### config.mk
export PLATFORM = sky130hd
export DESIGN_NAME = voice_channel_allocator
export DESIGN_NICKNAME = d
export VERILOG_FILES = /design/src/rtl/vca_pkg.sv /design/src/rtl/vca_cell.sv /design/src/rtl/voice_channel_allocator.sv
export SDC_FILE = /design/constraint.sdc
export NUM_CORES = 2
export LEC_CHECK = 0
export BUFFER_PORTS_ARGS = -buffer_cell sky130_fd_sc_hd__buf_2
export CORE_ASPECT_RATIO = 1.1
export CORE_MARGIN = 2
export CORE_UTILIZATION = 64
export CTS_CLUSTER_DIAMETER = 80
export DETAILED_ROUTE_END_ITERATION = 8
export PLACE_DENSITY = 0.77
export SLEW_MARGIN = 20
export SYNTH_ARGS = -nofsm -noshare
export SYNTH_HDL_FRONTEND = slang
export SYNTH_HIERARCHICAL = 1
export SYNTH_SLANG_ARGS = --single-unit
### constraint.sdc
create_clock -name clk -period 14.6 [get_ports clk]
set_input_delay 0.73 -clock clk [delete_from_list [all_inputs] [get_ports clk]]
set_output_delay 0.73 -clock clk [all_outputs]
set_load 0.01 [all_outputs]
### src/rtl/vca_pkg.sv
// shared types and constants for the voice channel allocator
package vca_pkg;

	// default sizes
	localparam int NUM_CHANNELS_DEF  = 8;
	localparam int HANDLE_BITS_DEF   = 32;
	localparam int SOUND_ID_BITS_DEF = 16;

	// fixed field widths
	localparam int MODE_W   = 3;
	localparam int STATUS_W = 2;
	localparam int ACTION_W = 3;
	localparam int FADE_W   = 16;
	localparam int SSTATE_W = 2;

	// command codes
	typedef enum logic [MODE_W-1:0] {
		MODE_PLAY     = 3'd0,
		MODE_STOP     = 3'd1,
		MODE_PAUSE    = 3'd2,
		MODE_RESUME   = 3'd3,
		MODE_QUERY    = 3'd4,
		MODE_STOP_ALL = 3'd5,
		MODE_FINISHED = 3'd6
	} mode_t;

	// result status codes
	typedef enum logic [STATUS_W-1:0] {
		ST_OK           = 2'd0,
		ST_NOT_FOUND    = 2'd1,
		ST_ALREADY_PAUS = 2'd2,
		ST_ALREADY_PLAY = 2'd3
	} status_t;

	// mixer actions
	typedef enum logic [ACTION_W-1:0] {
		ACT_NONE     = 3'd0,
		ACT_START    = 3'd1,
		ACT_FADE_IN  = 3'd2,
		ACT_HALT     = 3'd3,
		ACT_FADE_OUT = 3'd4,
		ACT_PAUSE    = 3'd5,
		ACT_RESUME   = 3'd6,
		ACT_HALT_ALL = 3'd7
	} action_t;

	// query answers
	typedef enum logic [SSTATE_W-1:0] {
		SS_STOPPED = 2'd0,
		SS_PAUSED  = 2'd1,
		SS_PLAYING = 2'd2
	} sstate_t;

	// update broadcast to the channel cells
	typedef enum logic [2:0] {
		WR_NONE     = 3'd0,
		WR_ALLOC    = 3'd1,
		WR_FREE     = 3'd2,
		WR_PAUSE    = 3'd3,
		WR_RESUME   = 3'd4,
		WR_FREE_ALL = 3'd5
	} wr_op_t;

	// search flags carried along the chain
	typedef struct packed {
		logic free;
		logic match;
		logic match_paused;
		logic same;
		logic nonloop;
		logic old;
	} scan_flags_t;

endpackage

### src/rtl/vca_cell.sv
// one channel cell: holds a voice entry and advances the search record by one step
module vca_cell
	import vca_pkg::*;
#(
	parameter int IDX           = 0,
	parameter int CW            = 3,
	parameter int HANDLE_BITS   = HANDLE_BITS_DEF,
	parameter int SOUND_ID_BITS = SOUND_ID_BITS_DEF
) (
	input  logic                     clk,
	input  logic                     arst_n,
	// command under search
	input  logic [SOUND_ID_BITS-1:0] snd,
	input  logic [HANDLE_BITS-1:0]   target,
	// search record from the previous cell
	input  logic                     tok_in,
	input  scan_flags_t              flags_in,
	input  logic [CW-1:0]            free_idx_in,
	input  logic [CW-1:0]            match_idx_in,
	input  logic [CW-1:0]            same_idx_in,
	input  logic [HANDLE_BITS-1:0]   same_h_in,
	input  logic [CW-1:0]            nl_idx_in,
	input  logic [HANDLE_BITS-1:0]   nl_h_in,
	input  logic [CW-1:0]            old_idx_in,
	input  logic [HANDLE_BITS-1:0]   old_h_in,
	// search record to the next cell
	output logic                     tok_out,
	output scan_flags_t              flags_out,
	output logic [CW-1:0]            free_idx_out,
	output logic [CW-1:0]            match_idx_out,
	output logic [CW-1:0]            same_idx_out,
	output logic [HANDLE_BITS-1:0]   same_h_out,
	output logic [CW-1:0]            nl_idx_out,
	output logic [HANDLE_BITS-1:0]   nl_h_out,
	output logic [CW-1:0]            old_idx_out,
	output logic [HANDLE_BITS-1:0]   old_h_out,
	// entry update
	input  wr_op_t                   wr_op,
	input  logic [CW-1:0]            wr_chan,
	input  logic [HANDLE_BITS-1:0]   wr_handle,
	input  logic [SOUND_ID_BITS-1:0] wr_sound,
	input  logic                     wr_loop
);

	localparam logic [CW-1:0] MY_IDX = CW'(IDX);

	// voice entry
	logic                     valid_q;
	logic [HANDLE_BITS-1:0]   handle_q;
	logic [SOUND_ID_BITS-1:0] sound_q;
	logic                     loop_q;
	logic                     paused_q;

	// search record stage
	logic                     tok_q;
	scan_flags_t              flags_q;
	logic [CW-1:0]            free_idx_q;
	logic [CW-1:0]            match_idx_q;
	logic [CW-1:0]            same_idx_q;
	logic [HANDLE_BITS-1:0]   same_h_q;
	logic [CW-1:0]            nl_idx_q;
	logic [HANDLE_BITS-1:0]   nl_h_q;
	logic [CW-1:0]            old_idx_q;
	logic [HANDLE_BITS-1:0]   old_h_q;

	scan_flags_t              f_nx;
	logic [CW-1:0]            free_idx_nx;
	logic [CW-1:0]            match_idx_nx;
	logic [CW-1:0]            same_idx_nx;
	logic [HANDLE_BITS-1:0]   same_h_nx;
	logic [CW-1:0]            nl_idx_nx;
	logic [HANDLE_BITS-1:0]   nl_h_nx;
	logic [CW-1:0]            old_idx_nx;
	logic [HANDLE_BITS-1:0]   old_h_nx;
	logic                     sel;

	assign sel = (wr_chan == MY_IDX);

	// fold this entry into the search record
	always_comb begin
		f_nx         = flags_in;
		free_idx_nx  = free_idx_in;
		match_idx_nx = match_idx_in;
		same_idx_nx  = same_idx_in;
		same_h_nx    = same_h_in;
		nl_idx_nx    = nl_idx_in;
		nl_h_nx      = nl_h_in;
		old_idx_nx   = old_idx_in;
		old_h_nx     = old_h_in;
		if (!flags_in.free && !valid_q) begin
			f_nx.free   = 1'b1;
			free_idx_nx = MY_IDX;
		end
		if (valid_q) begin
			if (!flags_in.match && handle_q == target) begin
				f_nx.match         = 1'b1;
				f_nx.match_paused  = paused_q;
				match_idx_nx       = MY_IDX;
			end
			if (sound_q == snd && (!flags_in.same || handle_q < same_h_in)) begin
				f_nx.same   = 1'b1;
				same_idx_nx = MY_IDX;
				same_h_nx   = handle_q;
			end
			if (!loop_q && (!flags_in.nonloop || handle_q < nl_h_in)) begin
				f_nx.nonloop = 1'b1;
				nl_idx_nx    = MY_IDX;
				nl_h_nx      = handle_q;
			end
			if (!flags_in.old || handle_q < old_h_in) begin
				f_nx.old   = 1'b1;
				old_idx_nx = MY_IDX;
				old_h_nx   = handle_q;
			end
		end
	end

	// token hand-off to the next cell
	always_ff @(posedge clk or negedge arst_n) begin
		if (!arst_n) begin
			tok_q <= 1'b0;
		end else begin
			tok_q <= tok_in;
		end
	end

	// record hand-off to the next cell
	always_ff @(posedge clk) begin
		if (tok_in) begin
			flags_q     <= f_nx;
			free_idx_q  <= free_idx_nx;
			match_idx_q <= match_idx_nx;
			same_idx_q  <= same_idx_nx;
			same_h_q    <= same_h_nx;
			nl_idx_q    <= nl_idx_nx;
			nl_h_q      <= nl_h_nx;
			old_idx_q   <= old_idx_nx;
			old_h_q     <= old_h_nx;
		end
	end

	// entry occupancy
	always_ff @(posedge clk or negedge arst_n) begin
		if (!arst_n) begin
			valid_q <= 1'b0;
		end else begin
			unique case (wr_op)
				WR_ALLOC: begin
					if (sel) valid_q <= 1'b1;
				end
				WR_FREE: begin
					if (sel) valid_q <= 1'b0;
				end
				WR_FREE_ALL: begin
					valid_q <= 1'b0;
				end
				default: begin
					valid_q <= valid_q;
				end
			endcase
		end
	end

	// entry contents
	always_ff @(posedge clk) begin
		unique case (wr_op)
			WR_ALLOC: begin
				if (sel) begin
					handle_q <= wr_handle;
					sound_q  <= wr_sound;
					loop_q   <= wr_loop;
					paused_q <= 1'b0;
				end
			end
			WR_PAUSE: begin
				if (sel) paused_q <= 1'b1;
			end
			WR_RESUME: begin
				if (sel) paused_q <= 1'b0;
			end
			default: begin
				paused_q <= paused_q;
			end
		endcase
	end

	assign tok_out       = tok_q;
	assign flags_out     = flags_q;
	assign free_idx_out  = free_idx_q;
	assign match_idx_out = match_idx_q;
	assign same_idx_out  = same_idx_q;
	assign same_h_out    = same_h_q;
	assign nl_idx_out    = nl_idx_q;
	assign nl_h_out      = nl_h_q;
	assign old_idx_out   = old_idx_q;
	assign old_h_out     = old_h_q;

endmodule

### src/rtl/voice_channel_allocator.sv
// Voice channel allocator: hands out mixer channels to play commands and tracks voices by
// handle. A command is taken when start is high and busy is low; exactly one result
// follows, shown for one cycle with done high, and it cannot be held off. Play, stop,
// pause, resume and query send a search record down the row of channel cells, one cell
// per cycle, and their result follows once the record has left the last cell; stop all,
// channel finished and the unused code need no search. The result is shown in the first
// cycle with busy low, and the next start can be taken at the edge that ends that cycle.
module voice_channel_allocator
	import vca_pkg::*;
#(
	parameter int NUM_CHANNELS  = NUM_CHANNELS_DEF,
	parameter int HANDLE_BITS   = HANDLE_BITS_DEF,
	parameter int SOUND_ID_BITS = SOUND_ID_BITS_DEF,
	localparam int CW = (NUM_CHANNELS > 1) ? $clog2(NUM_CHANNELS) : 1
) (
	input  logic                     clk,
	input  logic                     arst_n,
	// command transaction
	input  logic                     start,
	output logic                     busy,
	input  logic [MODE_W-1:0]        mode,
	input  logic [SOUND_ID_BITS-1:0] sound_id,
	input  logic                     looping,
	input  logic [FADE_W-1:0]        fade_ms,
	input  logic [HANDLE_BITS-1:0]   target_handle,
	input  logic [CW-1:0]            finished_channel,
	// result transaction
	output logic                     done,
	output logic [STATUS_W-1:0]      status,
	output logic [HANDLE_BITS-1:0]   new_handle,
	output logic [CW-1:0]            chan,
	output logic                     stolen,
	output logic [ACTION_W-1:0]      action,
	output logic                     loop_forever,
	output logic [FADE_W-1:0]        fade_out_ms,
	output logic [SSTATE_W-1:0]      sound_state
);

	typedef enum logic [2:0] {
		S_IDLE  = 3'b001,
		S_SCAN  = 3'b010,
		S_APPLY = 3'b100
	} fsm_t;

	fsm_t state_q;
	logic launch_q;
	logic [HANDLE_BITS-1:0] cnt_q;

	// latched command
	mode_t                    mode_q;
	logic [SOUND_ID_BITS-1:0] snd_q;
	logic                     loop_q;
	logic [FADE_W-1:0]        fade_q;
	logic [HANDLE_BITS-1:0]   target_q;
	logic [CW-1:0]            fin_q;

	// links between cells
	logic                   tok_l      [NUM_CHANNELS+1];
	scan_flags_t            flags_l    [NUM_CHANNELS+1];
	logic [CW-1:0]          free_idx_l [NUM_CHANNELS+1];
	logic [CW-1:0]          match_idx_l[NUM_CHANNELS+1];
	logic [CW-1:0]          same_idx_l [NUM_CHANNELS+1];
	logic [HANDLE_BITS-1:0] same_h_l   [NUM_CHANNELS+1];
	logic [CW-1:0]          nl_idx_l   [NUM_CHANNELS+1];
	logic [HANDLE_BITS-1:0] nl_h_l     [NUM_CHANNELS+1];
	logic [CW-1:0]          old_idx_l  [NUM_CHANNELS+1];
	logic [HANDLE_BITS-1:0] old_h_l    [NUM_CHANNELS+1];

	// update and result of the command being finished
	wr_op_t                 wr_op;
	logic [CW-1:0]          wr_chan;
	logic [HANDLE_BITS-1:0] cnt_nx;
	logic                   apply;
	logic                   accept;
	logic                   needs_scan;
	scan_flags_t            fe;
	status_t                status_nx;
	logic [HANDLE_BITS-1:0] handle_nx;
	logic [CW-1:0]          chan_nx;
	logic                   stolen_nx;
	action_t                action_nx;
	logic                   loop_nx;
	logic [FADE_W-1:0]      fade_nx;
	sstate_t                sstate_nx;

	assign busy   = (state_q != S_IDLE);
	assign accept = start && !busy;
	assign needs_scan = (mode_t'(mode) == MODE_PLAY) || (mode_t'(mode) == MODE_STOP) ||
		(mode_t'(mode) == MODE_PAUSE) || (mode_t'(mode) == MODE_RESUME) ||
		(mode_t'(mode) == MODE_QUERY);
	assign apply  = ((state_q == S_SCAN) && tok_l[NUM_CHANNELS]) || (state_q == S_APPLY);

	// empty search record enters the first cell
	assign tok_l[0]       = launch_q;
	assign flags_l[0]     = '0;
	assign free_idx_l[0]  = '0;
	assign match_idx_l[0] = '0;
	assign same_idx_l[0]  = '0;
	assign same_h_l[0]    = '0;
	assign nl_idx_l[0]    = '0;
	assign nl_h_l[0]      = '0;
	assign old_idx_l[0]   = '0;
	assign old_h_l[0]     = '0;

	// row of channel cells
	for (genvar i = 0; i < NUM_CHANNELS; i++) begin : g_cell
		vca_cell #(
			.IDX(i),
			.CW(CW),
			.HANDLE_BITS(HANDLE_BITS),
			.SOUND_ID_BITS(SOUND_ID_BITS)
		) u_cell (
			.clk(clk),
			.arst_n(arst_n),
			.snd(snd_q),
			.target(target_q),
			.tok_in(tok_l[i]),
			.flags_in(flags_l[i]),
			.free_idx_in(free_idx_l[i]),
			.match_idx_in(match_idx_l[i]),
			.same_idx_in(same_idx_l[i]),
			.same_h_in(same_h_l[i]),
			.nl_idx_in(nl_idx_l[i]),
			.nl_h_in(nl_h_l[i]),
			.old_idx_in(old_idx_l[i]),
			.old_h_in(old_h_l[i]),
			.tok_out(tok_l[i+1]),
			.flags_out(flags_l[i+1]),
			.free_idx_out(free_idx_l[i+1]),
			.match_idx_out(match_idx_l[i+1]),
			.same_idx_out(same_idx_l[i+1]),
			.same_h_out(same_h_l[i+1]),
			.nl_idx_out(nl_idx_l[i+1]),
			.nl_h_out(nl_h_l[i+1]),
			.old_idx_out(old_idx_l[i+1]),
			.old_h_out(old_h_l[i+1]),
			.wr_op(wr_op),
			.wr_chan(wr_chan),
			.wr_handle(cnt_nx),
			.wr_sound(snd_q),
			.wr_loop(loop_q)
		);
	end

	// next handle, zero skipped on wrap
	always_comb begin
		cnt_nx = cnt_q + HANDLE_BITS'(1);
		if (cnt_nx == '0) cnt_nx = HANDLE_BITS'(1);
	end

	// decide the result and the entry update from the finished search
	always_comb begin
		fe        = flags_l[NUM_CHANNELS];
		wr_op     = WR_NONE;
		wr_chan   = '0;
		status_nx = ST_OK;
		handle_nx = '0;
		chan_nx   = '0;
		stolen_nx = 1'b0;
		action_nx = ACT_NONE;
		loop_nx   = 1'b0;
		fade_nx   = '0;
		sstate_nx = SS_STOPPED;
		unique case (mode_q)
			MODE_PLAY: begin
				priority if (fe.free) chan_nx = free_idx_l[NUM_CHANNELS];
				else if (fe.same)    chan_nx = same_idx_l[NUM_CHANNELS];
				else if (fe.nonloop) chan_nx = nl_idx_l[NUM_CHANNELS];
				else                 chan_nx = old_idx_l[NUM_CHANNELS];
				stolen_nx = !fe.free;
				handle_nx = cnt_nx;
				loop_nx   = loop_q;
				wr_op     = WR_ALLOC;
				wr_chan   = chan_nx;
				if (fade_q != '0) begin
					action_nx = ACT_FADE_IN;
					fade_nx   = fade_q;
				end else begin
					action_nx = ACT_START;
				end
			end
			MODE_STOP: begin
				if (!fe.match) begin
					status_nx = ST_NOT_FOUND;
				end else begin
					chan_nx = match_idx_l[NUM_CHANNELS];
					if (fade_q != '0) begin
						action_nx = ACT_FADE_OUT;
						fade_nx   = fade_q;
					end else begin
						action_nx = ACT_HALT;
						wr_op     = WR_FREE;
						wr_chan   = chan_nx;
					end
				end
			end
			MODE_PAUSE: begin
				priority if (!fe.match) begin
					status_nx = ST_NOT_FOUND;
				end else if (fe.match_paused) begin
					status_nx = ST_ALREADY_PAUS;
				end else begin
					chan_nx   = match_idx_l[NUM_CHANNELS];
					action_nx = ACT_PAUSE;
					wr_op     = WR_PAUSE;
					wr_chan   = chan_nx;
				end
			end
			MODE_RESUME: begin
				priority if (!fe.match) begin
					status_nx = ST_NOT_FOUND;
				end else if (!fe.match_paused) begin
					status_nx = ST_ALREADY_PLAY;
				end else begin
					chan_nx   = match_idx_l[NUM_CHANNELS];
					action_nx = ACT_RESUME;
					wr_op     = WR_RESUME;
					wr_chan   = chan_nx;
				end
			end
			MODE_QUERY: begin
				if (fe.match) sstate_nx = fe.match_paused ? SS_PAUSED : SS_PLAYING;
			end
			MODE_STOP_ALL: begin
				action_nx = ACT_HALT_ALL;
				wr_op     = WR_FREE_ALL;
			end
			MODE_FINISHED: begin
				if (int'(fin_q) < NUM_CHANNELS) begin
					wr_op   = WR_FREE;
					wr_chan = fin_q;
				end
			end
			default: begin
				wr_op = WR_NONE;
			end
		endcase
		if (!apply) wr_op = WR_NONE;
	end

	// sequencing, handle counter and result strobe
	always_ff @(posedge clk or negedge arst_n) begin
		if (!arst_n) begin
			state_q  <= S_IDLE;
			launch_q <= 1'b0;
			cnt_q    <= '0;
			done     <= 1'b0;
		end else begin
			launch_q <= accept && needs_scan;
			done     <= apply;
			if (apply && mode_q == MODE_PLAY) cnt_q <= cnt_nx;
			unique case (state_q)
				S_IDLE: begin
					if (accept) state_q <= needs_scan ? S_SCAN : S_APPLY;
				end
				S_SCAN: begin
					if (tok_l[NUM_CHANNELS]) state_q <= S_IDLE;
				end
				S_APPLY: begin
					state_q <= S_IDLE;
				end
				default: begin
					state_q <= S_IDLE;
				end
			endcase
		end
	end

	// command capture
	always_ff @(posedge clk) begin
		if (accept) begin
			mode_q   <= mode_t'(mode);
			snd_q    <= sound_id;
			loop_q   <= looping;
			fade_q   <= fade_ms;
			target_q <= target_handle;
			fin_q    <= finished_channel;
		end
	end

	// result fields
	always_ff @(posedge clk) begin
		if (apply) begin
			status       <= status_nx;
			new_handle   <= handle_nx;
			chan         <= chan_nx;
			stolen       <= stolen_nx;
			action       <= action_nx;
			loop_forever <= loop_nx;
			fade_out_ms  <= fade_nx;
			sound_state  <= sstate_nx;
		end
	end

endmodule

==> impl_metrics.ini <==
[sta]
setup_tns_ps = 0
max_freq_mhz = 247.9
final-setup-viol-count = 0
finClkSkew_ps = 26.85
slew_viol_final = 0
rsz0062_at_grt = false
hold_ws_ps = 106.8
min_period_over_period_pct = 27.62
finalCriticalPeriod_ps = 4033
worst_slew_pin_slew_ps = 1254
hold_violations = 0
slew_headroom_pct = 16.38

[worst_setup_path]
cp_top_family = simple AND/OR/NAND/NOR gates
regToRegEndpoint = g_cell[1].u_cell/handle_q[21]
cp_data_arrival_time_ps = 4450
crit_fanout = 49
r2r_slack_ps = 10570
path_class = flop to flop
rr_startpoint = fade_q[14]
worst-path-buf-inv = 1
crit_slowest_cell = a21oi_1
cp.required_ps = 15010
cp-start-kind = flop
ff2ff_path_depth = 8
cp-end-kind = flop
cp_slowest_stage_delay_ps = 730
path_cells = nor4_1, and4_1, and2_1, a22oi_1, a21oi_1, or3b_2, nor3_2, buf_4

[run]
maxCapViolations = 0

[hold_path]
min_to = target_q[19]
hp-class = input pin to flop
worstHoldPathCells = 1
min_from = target_handle[19]

[synthesis]
netlist_instances = 6199
yosysWarnings = 6
syn-cell-area_sq_mm = 0.07803
avgSynthCellArea_sq_um = 12.59

[floorplan]
row_count = 134
die-area_sq_mm = 0.1247
start_util_pct = 64.37
die_y_microns = 370.2
coreArea_sq_mm = 0.1212
die_w_microns = 336.9
boundaryPins = 136

[route]
vias_per_cell = 5.877
routed_wl_mm = 207.5
ant_nets = 0
wl_per_cell_microns = 24.64
dr.pass1.iters = 6
drc_errors = 0
via_count = 49490
drt_iter0_markers = 4917

[clock_network]
cts-resized-gates = 0
cts_hold_buf = 0
htree_levels = 4
clock_latency_ps = 800
cts.sinks = 1423
clock_path_buffers = 3
cts_setup_buffers = 0
cts_root_buf = clkbuf_16
numCtsBuffers = 147
clk_pin_slew_ps = 60
cts_tree = built

[final_layout]
regArea_sq_mm = 0.04249
area_growth_pct = 11.10
fillers = 8243
post-route-cell-area_sq_mm = 0.08669
multiInputGateArea_sq_mm = 0.03308
drive_gt1_share_pct = 17.92
final_nets = 7480

[global_route]
grt_antenna_before_repair = 9
grt-ovfl-total = 0
grt_usage_pct = 33.73
grt_first_pass_wirelength_mm = 306.5
grt_max_degree = 75
grt_pass1_vias = 48744

[placement]
place_area_sq_mm = 0.08176
io_buffers = 135
hpwl_mm = 156.2
globalplace.congestion = 0.9801

[pwr]
p_leak_uw = 0.03517
p_per_area_mw_per_mm2 = 121.6
irDropWorstVdd_mv = 0.1424
power.total_uw = 10540

[run_status]
status = completed
[routing by layer]
layer	GRT usage, %	up-vias	share of wire, %	wire length, microns
met5	0	-	0	0
li1	-	23121	-	-
met1	46.37	23965	42	86420
met2	51.95	1990	45	93980
met4	19.79	0	6.3	13050
met3	4.177	414	6.8	14050
[final cells by class]
| class | count | share of cell area, % |
|---|---|---|
| clock inverter | 86 | 1.271 |
| antenna | 7 | 0.02021 |
| inverter | 777 | 3.367 |
| multi-input combinational | 4105 | 38.16 |
| timing repair buffer | 207 | 1.411 |
| clock buffer | 184 | 4.403 |
| tap | 1632 | 2.355 |
| sequential | 1423 | 49.02 |
[flip-flops by register name, indices dropped and copies added, names as in the netlist, 8 cells and up]
signal	cells
fade_out_ms	16
g_cell.u_cell/match_idx_out	24
g_cell.u_cell/nl_h_out	224
g_cell.u_cell/old_h_out	224
g_cell.u_cell/flags_out	47
g_cell.u_cell/nl_idx_out	24
g_cell.u_cell/same_h_out	224
g_cell.u_cell/handle_q	256
g_cell.u_cell/old_idx_out	24
g_cell.u_cell/loop_q	8
new_handle	32
target_q	32
g_cell.u_cell/valid_q	8
snd_q	16
g_cell.u_cell/tok_out	8
g_cell.u_cell/sound_q	128
g_cell.u_cell/paused_q	8
g_cell.u_cell/free_idx_out	24
cnt_q	32
g_cell.u_cell/same_idx_out	24
fade_q	16
[worst max path at each step]
stage / from / end / slack [ps] / cells past startpoint
finish: fade_q[14] / g_cell[1].u_cell/handle_q[21] / 10570 / 8
CTS: fade_q[14] / g_cell[1].u_cell/handle_q[21] / 10630 / 8
global placement: fade_q[4] / g_cell[1].u_cell/handle_q[30] / 10830 / 8
detailed placement: fade_q[14] / g_cell[1].u_cell/handle_q[21] / 10690 / 8
floorplan: state_q[2] / g_cell[0].u_cell/handle_q[0] / 4230 / 5
global route: fade_q[14] / g_cell[1].u_cell/handle_q[21] / 10420 / 8
[worst reg2reg max path: stages (launching register included)]
cell and delay, ps:
edfxtp_1 400, nor4_1 330, and4_1 420, and2_1 250, a22oi_1 90, a21oi_1 730, or3b_2 580, nor3_2 150
buf_4 650
[where the power goes]
group,internal [uW],leakage (uW),switching [uW],total (uW)
clock network,2220,0.00236,1620,3840
registers,5050,0.0139,479,5530
logic,496,0.0189,675,1170
[placed cells by master, fill, tap and decap left out, drive strengths merged, types with 52 or more instances in the layout]
master  instances
edfxtp       1370
inv           787
ha            745
mux2          660
a21oi         403
nand2         374
xnor2         326
conb          218
buf           207
nor2          202
clkbuf        184
o21ai         171
nand4         145
xor2          120
nor2b          85
nand3          72
or2            71
nor3           61
dfrtp          52
[through the flow]
| step | setup slack, ps | std cells | util [%] |
|---|---|---|---|
| final | 10570 | 8421 | 71.52 |
| after global routing | 10420 | 8414 | 71.50 |
| after CTS | 10630 | 8414 | 71.50 |
| after detailed placement | 10690 | 8144 | 67.45 |
| after global placement | 10830 | 8143 | 67.42 |
| after floorplan | 4229 | 6416 | - |
No activity file was read; power rests on OpenSTA's default activity.
